**src/hdl/ter_pkg.sv**
```systemverilog
// Shared constants and types for the triangle edge-function rasteriser.
// No dependencies.
package ter_pkg;

  localparam int COORD_W   = 24;
  localparam int COLOUR_W  = 32;
  localparam int FOCAL_W   = 24;
  localparam int DIM_W     = 12;
  localparam int PIX_W     = 11;
  localparam int IDX_W     = 22;
  localparam int SCR_W     = 32;
  localparam int DIV_W     = 48;
  localparam int FRAC_BITS = 8;
  localparam int CFG_IDX_W = 2;

  localparam logic [DIM_W-1:0] MAX_SCREEN = 12'd2048;
  localparam logic signed [SCR_W-1:0] COORD_LIMIT = 32'sd1073741823;

  localparam logic [CFG_IDX_W-1:0] CFG_FOCAL  = 2'd0;
  localparam logic [CFG_IDX_W-1:0] CFG_WIDTH  = 2'd1;
  localparam logic [CFG_IDX_W-1:0] CFG_HEIGHT = 2'd2;

  localparam logic CMD_LOAD = 1'b0;
  localparam logic CMD_STEP = 1'b1;

  typedef struct packed {
    logic              start;
    logic [DIV_W-1:0]  dividend;
    logic [COORD_W-1:0] divisor;
  } div_req_t;

  typedef struct packed {
    logic             done;
    logic [DIV_W-1:0] quotient;
    logic             rem_nz;
  } div_rsp_t;

endpackage

```
**src/hdl/ter_divider.sv**
```systemverilog
// Unsigned restoring divider, one quotient bit per cycle.
// Depends on ter_pkg.
module ter_divider (
  input  logic              clk_i,
  input  logic              rst_ni,
  input  ter_pkg::div_req_t req_i,
  output ter_pkg::div_rsp_t rsp_o
);

  localparam int CNT_W = $clog2(ter_pkg::DIV_W);

  logic                          busy_q, done_q;
  logic [CNT_W-1:0]              cnt_q;
  logic [ter_pkg::DIV_W-1:0]     quo_q;
  logic [ter_pkg::COORD_W-1:0]   rem_q, dvs_q;
  logic [ter_pkg::COORD_W:0]     rem_shift, rem_sub;
  logic                          ge;

  always_comb begin
    rem_shift = {rem_q, quo_q[ter_pkg::DIV_W-1]};
    ge        = rem_shift >= {1'b0, dvs_q};
    rem_sub   = rem_shift - {1'b0, dvs_q};
  end

  always_ff @(posedge clk_i or negedge rst_ni) begin
    if (!rst_ni) begin
      busy_q <= 1'b0;
      done_q <= 1'b0;
      cnt_q  <= '0;
    end else begin
      done_q <= 1'b0;
      if (req_i.start) begin
        busy_q <= 1'b1;
        cnt_q  <= CNT_W'(ter_pkg::DIV_W - 1);
      end else if (busy_q) begin
        if (cnt_q == '0) begin
          busy_q <= 1'b0;
          done_q <= 1'b1;
        end
        cnt_q <= cnt_q - 1'b1;
      end
    end
  end

  always_ff @(posedge clk_i) begin
    if (req_i.start) begin
      quo_q <= req_i.dividend;
      rem_q <= '0;
      dvs_q <= req_i.divisor;
    end else if (busy_q) begin
      quo_q <= {quo_q[ter_pkg::DIV_W-2:0], ge};
      rem_q <= ge ? rem_sub[ter_pkg::COORD_W-1:0] : rem_shift[ter_pkg::COORD_W-1:0];
    end
  end

  assign rsp_o.done     = done_q;
  assign rsp_o.quotient = quo_q;
  assign rsp_o.rem_nz   = rem_q != '0;

endmodule

```
**config.mk**
```make
export PLATFORM = sky130hd
export DESIGN_NAME = ter_divider
export DESIGN_NICKNAME = d
export VERILOG_FILES = /design/src/hdl/ter_pkg.sv /design/src/hdl/ter_divider.sv
export SDC_FILE = /design/constraint.sdc
export NUM_CORES = 1
export LEC_CHECK = 0
export BUFFER_PORTS_ARGS = -buffer_cell sky130_fd_sc_hd__buf_2
export CAP_MARGIN = 20
export CORE_ASPECT_RATIO = 0.8
export CORE_MARGIN = 10
export CORE_UTILIZATION = 55
export DETAILED_ROUTE_END_ITERATION = 6
export PLACE_DENSITY_LB_ADDON = 0.15
export SLEW_MARGIN = 25
export SYNTH_ARGS = -nofsm -noshare
export SYNTH_HDL_FRONTEND = slang
export SYNTH_SLANG_ARGS = --single-unit
```
**constraint.sdc**
```tcl
create_clock -name clk_i -period 3.7 [get_ports clk_i]
set_input_delay 0.555 -clock clk_i [delete_from_list [all_inputs] [get_ports clk_i]]
set_output_delay 0.555 -clock clk_i [all_outputs]
set_load 0.02 [all_outputs]
```
**Yosys cells after proc, flatten, opt, wreduce, memory -nomap -nowiden**

Cells that the tools add are included.

- Input port bits: 75
- Logic and storage cells: 23
- Register bits: 104
- Output and inout port bits: 50

- Reductions and logical operators: 3
- Multiplexer cells: 11
- Order comparisons: 1
- Add/sub/neg operators: 2

Operators by type and width:

| operator | count |
|---|---|
| 48-bit 2-to-1 mux | 2 |
| 25-bit by 24-bit greater-or-equal comparator with 1-bit output | 1 |
| 24-bit 2-to-1 mux | 1 |
| 24-bit nonzero test | 1 |
| 24-bit subtractor | 1 |
| 6-bit 2-to-1 mux | 2 |
| 6-bit zero test | 1 |
| 1-bit 2-to-1 mux | 6 |
| 6-bit by 1-bit subtractor with 6-bit output (second input constant) | 1 |
| 2-bit nonzero test | 1 |

**Logic depth before layout (Yosys ltp)**

- Depth in word-level cells: 4
- Depth in mapped cells: 12
- Mapped depth without buffers: 12

**Worst setup path before layout**

No wires, ideal clock.

- Path type: register to register
- Start: register quo_q[47] in the netlist's numbering
- End: register rem_q[0] in the netlist's numbering
- Slack: 0.912 ns
- Buffers on the path: 1
- Data required time: 3.621 ns
- Stages on the path, launching flop included: 11
- Period minus slack after synthesis: 2.788 ns
- Setup time: 0.079 ns
- Arrival: 2.709 ns
- Path through: edfxtp_1 inv_1 ha_1 and4_1 nand3_1 or4_1 a311o_1 a21o_1 buf_6 mux2_4 a211oi_2

- Word-level cells in the longest chain between the ends: 2
- Elaborated cells on any way between the ends: 3
- Those cells by class: 1 x add/sub; 1 x order compare; 1 x mux

Ends and longest elaborated chain:

| what | line | source |
|---|---|---|
| start, declared | ter_divider.sv:14 | `logic [ter_pkg::DIV_W-1:0] quo_q;` |
| start signal, assigned | ter_divider.sv:47 | `quo_q <= req_i.dividend;` |
| start signal, assigned | ter_divider.sv:51 | `quo_q <= {quo_q[ter_pkg::DIV_W-2:0], ge};` |
| 24-bit subtractor / 25-bit by 24-bit greater-or-equal comparator with 1-bit output (equally long branches) | ter_divider.sv:22, ter_divider.sv:21 |  |
| 24-bit 2-to-1 mux * | ter_divider.sv:52 | `rem_q <= ge ? rem_sub[ter_pkg::COORD_W-1:0] : rem_shift[ter_pkg::COORD_W-1:0];` |
| end signal, assigned | ter_divider.sv:52 |  |
| end, declared | ter_divider.sv:15 | `logic [ter_pkg::COORD_W-1:0] rem_q, dvs_q;` |

Every way passes the cells marked *; elsewhere a longest branch is shown, timed or not.
A chain may end at the register's enable or synchronous reset.

**Worst setup path after layout**

- Start: register dvs_q[17] in the netlist's numbering
- End: register rem_q[8] in the netlist's numbering

- Word-level cells in the longest chain between the ends: 2

Ends and longest elaborated chain:

| what | line | source |
|---|---|---|
| start, declared | ter_divider.sv:15 |  |
| start signal, assigned | ter_divider.sv:49 | `dvs_q <= req_i.divisor;` |
| 25-bit by 24-bit greater-or-equal comparator with 1-bit output | ter_divider.sv:21 | `ge = rem_shift >= {1'b0, dvs_q};` |
| 24-bit 2-to-1 mux | ter_divider.sv:52 |  |

Every way passes these cells.

==> run_results.csv <==
group,metric,value,unit
outcome,status,"finished, final reports clean",
cts,post_cts_buffers,0,
finish,diodes,0,
hold_path,hold_class,"in2async",
power,power.density,587,nW/um2
yosys,synth_nets,600,
grt,grt_pass1_wl,22300,um
floorplanning,rows,32,
grt,antenna_found_initial,1,
drt,drtIter0Drc,258,
floorplanning,start_util,0.573,
power,ir_drop,0.000403,V
yosys,synth_cell_types,55,
critical_path,crit_type,"reg2reg",
cts,cts_resized,0,
drt,wirelength,13700,um
floorplanning,die_w,133,um
critical_path,critPathBufInv,2,
yosys,synth-seq-area-share,0.505,
sta,finalClockSkew,0.0125,ns
yosys,yosys_warnings,0,
sta,hold_viol_final,0,
yosys,synth_edf_count,72,
critical_path,critPathLaunchType,"register",
grt,grt_pass1_vias,4293,
cts,numClockSinks,104,
sta,worstMarginPinSlew,0.832,ns
flow_run,cap_violations,0,
grt,grtUsageMet3,0.0967,
yosys,yosysMostFrequentCell,"edfxtp_1",
finish,finalNetCount,716,
grt,track_usage,0.183,
sta,setup_viol,0,
critical_path,slowest_stage,"or4_1",
critical_path,cp-end-kind,"register",
placement,port_buffers,124,
yosys,yosys-top-cells-count,"edfxtp_1 (72), mux2_2 (48), nor2_1 (39)",
drt,route.detailed.drc,0,
critical_path,arrival,3.43,ns
placement,gp_congestion,0.899,
cts,cts_buffer_depth,2,
sta,setup_tns,0,ns
grt,grt-ovfl-total,0,
sta,slew_violations,0,
sta,min_period_over_period,0.877,
critical_path,worstPathRequired,3.89,ns
finish,drive_above_1_share,0.321,
critical_path,critical_path.max_stage_delay,0.57,ns
drt,avgRoutedWirePerCell,18.2,um
sta,max_slew_margin,0.446,
power,design_power_total,3.88,mW
cts,htree_num_levels,3,
grt,grt_max_degree,69,
cts,clockRootBuffer,"clkbuf_16",
drt,dr.pass1.iters,6,
cts,hold_buffers,0,
floorplanning,ios,125,
yosys,ys_ff_latch,104,
yosys,synth_async_sr_flop_share,0.0769,
placement,dp_hpwl,10100,um
floorplanning,die_y,110,um
floorplanning,core_area,9810,um2
critical_path,crit_chain,"inv_1 > ha_1 > and3_1 > nand4_1 > or4_1 > a311o_1 > a21oi_4 > buf_4 > mux2i_1 > a211oi_1",
finish,syn_to_final_growth,17.7,%
sta,fmax,0.308,GHz
cts,clkSlewWorstSetupHoldPaths,0.07,ns
critical_path,cp_top_family,"simple AND/OR/NAND/NOR gates",
yosys,yosys.area.top_type,"edfxtp_1",
yosys,syn_area_per_cell,11.3,um2
finish,seqCellArea,2840,um2
grt,grt_busiest_layer,"met2",
floorplanning,die-area,14700,um2
cts,cts_tree,"built",
yosys,synthTopCellsByArea,"edfxtp_1 (38%), mux2_2 (9.6%), dfxtp_1 (8.5%)",
cts,clkLatencyLatePin,0.35,ns
grt,grt.met1_usage,0.233,
finish,fill_cells,753,
finish,multi_input_area,2540,um2
yosys,synth_flop_cell,"edfxtp_1",
power,p_leak,2.78,nW
critical_path,critPathMaxFanout,11,
yosys,synthCells,498,
yosys,synth.top_cell.area_share,0.384,
sta,rsz0062_at_grt,"no",
grt,use_met2,0.265,
sta,period_minus_slack,3.24,ns
drt,vias,4271,
drt,ant_nets,0,
drt,avgViaCountPerCell,5.66,
yosys,syn_area,5620,um2
cts,cts_buffers,9,
kinds of logic (layout without fill, tap and decap cells):
family | count (synthesis) | in the layout | share of synthesized area
AO/OA/AOI/OAI | 100 | 100 | 0.125
XOR/XNOR | 26 | 26 | 0.0405
adder cells (fa/ha/maj) | 27 | 27 | 0.0614
buffers and inverters | 57 | 178 | 0.0423
flip-flops | 104 | 104 | 0.505
multiplexers | 60 | 60 | 0.118
AND/OR/NAND/NOR | 124 | 124 | 0.107
report_power, final:
part / switching, mW / leakage [nW] / internal, mW
logic: 0.811 / 1.63 / 0.600
registers: 0.137 / 1.02 / 1.42
clock network: 0.453 / 0.133 / 0.464
total: 1.40 / 2.78 / 2.48
path summary, 6_finish.rpt:
| kind | start | end | slack [ns] | depth (start not counted) |
|---|---|---|---|---|
| max reg2reg | dvs_q[17] | rem_q[8] | 0.46 | 10 |
| min | rst_ni | cnt_q[5] | 0.03 | 1 |
| max | dvs_q[17] | rem_q[8] | 0.46 | 10 |
| min in group clk_i | req_i[4] | dvs_q[4] | 0.38 | 1 |
| min reg2reg | rem_q[9] | rem_q[9] | 0.53 | 2 |
| max in group asynchronous | rst_ni | cnt_q[0] | 3.50 | 1 |
cell type report:
class                      instances  share of cell area
clock inverter                     7             0.00832
inverter                          34              0.0195
timing repair buffer             128              0.0987
clock buffer                       9              0.0340
sequential                       104               0.429
multi-input combinational        337               0.384
tap                              136              0.0257
per-layer routing:
layer / wire [um] / part of all wire
met5: 0 / 0
met4: 125 / 0.0091
met3: 1630 / 0.12
met2: 6050 / 0.44
met1: 5930 / 0.43
cells in the final DEF (no fill, tap or decap), types with 8 or more instances in the layout:
cell | synthesis | routed
inv_1 | 34 | 33
nand2_1 | 29 | 29
a311oi_1 | 8 | 8
edfxtp_1 | 72 | 72
o21ai_0 | 15 | 15
xor2_1 | 10 | 10
nand3_1 | 10 | 10
dfxtp_1 | 24 | 24
a21oi_1 | 19 | 19
nor2_1 | 39 | 39
dfrtp_1 | 8 | 8
mux2_2 | 48 | 48
ha_1 | 26 | 26
buf_2 | 1 | 123
mux2i_1 | 11 | 11
nor3_1 | 9 | 9
xnor2_1 | 16 | 16
a211oi_1 | 15 | 15
clkbuf_16 | 0 | 9
state kept, by name (all words and copies together), names as in the netlist:
name	flops
quo_q	48
dvs_q	24
rem_q	24
cnt_q	6
busy_q	1
done_q	1
stage by stage:
stage                     setup WS, ns  instances  utilization  cell area [um2]  hold WS [ns]
after floorplan                  0.912        498            -             5620         0.259
final                            0.456        755        0.675             6620        0.0324
after CTS                        0.477        755        0.675             6620        0.0335
after global routing             0.250        755        0.675             6620        0.0392
after global placement           0.647        739        0.646             6340         0.406
after detailed placement         0.499        739        0.646             6340         0.409
Power figures use the tool's default switching activity.
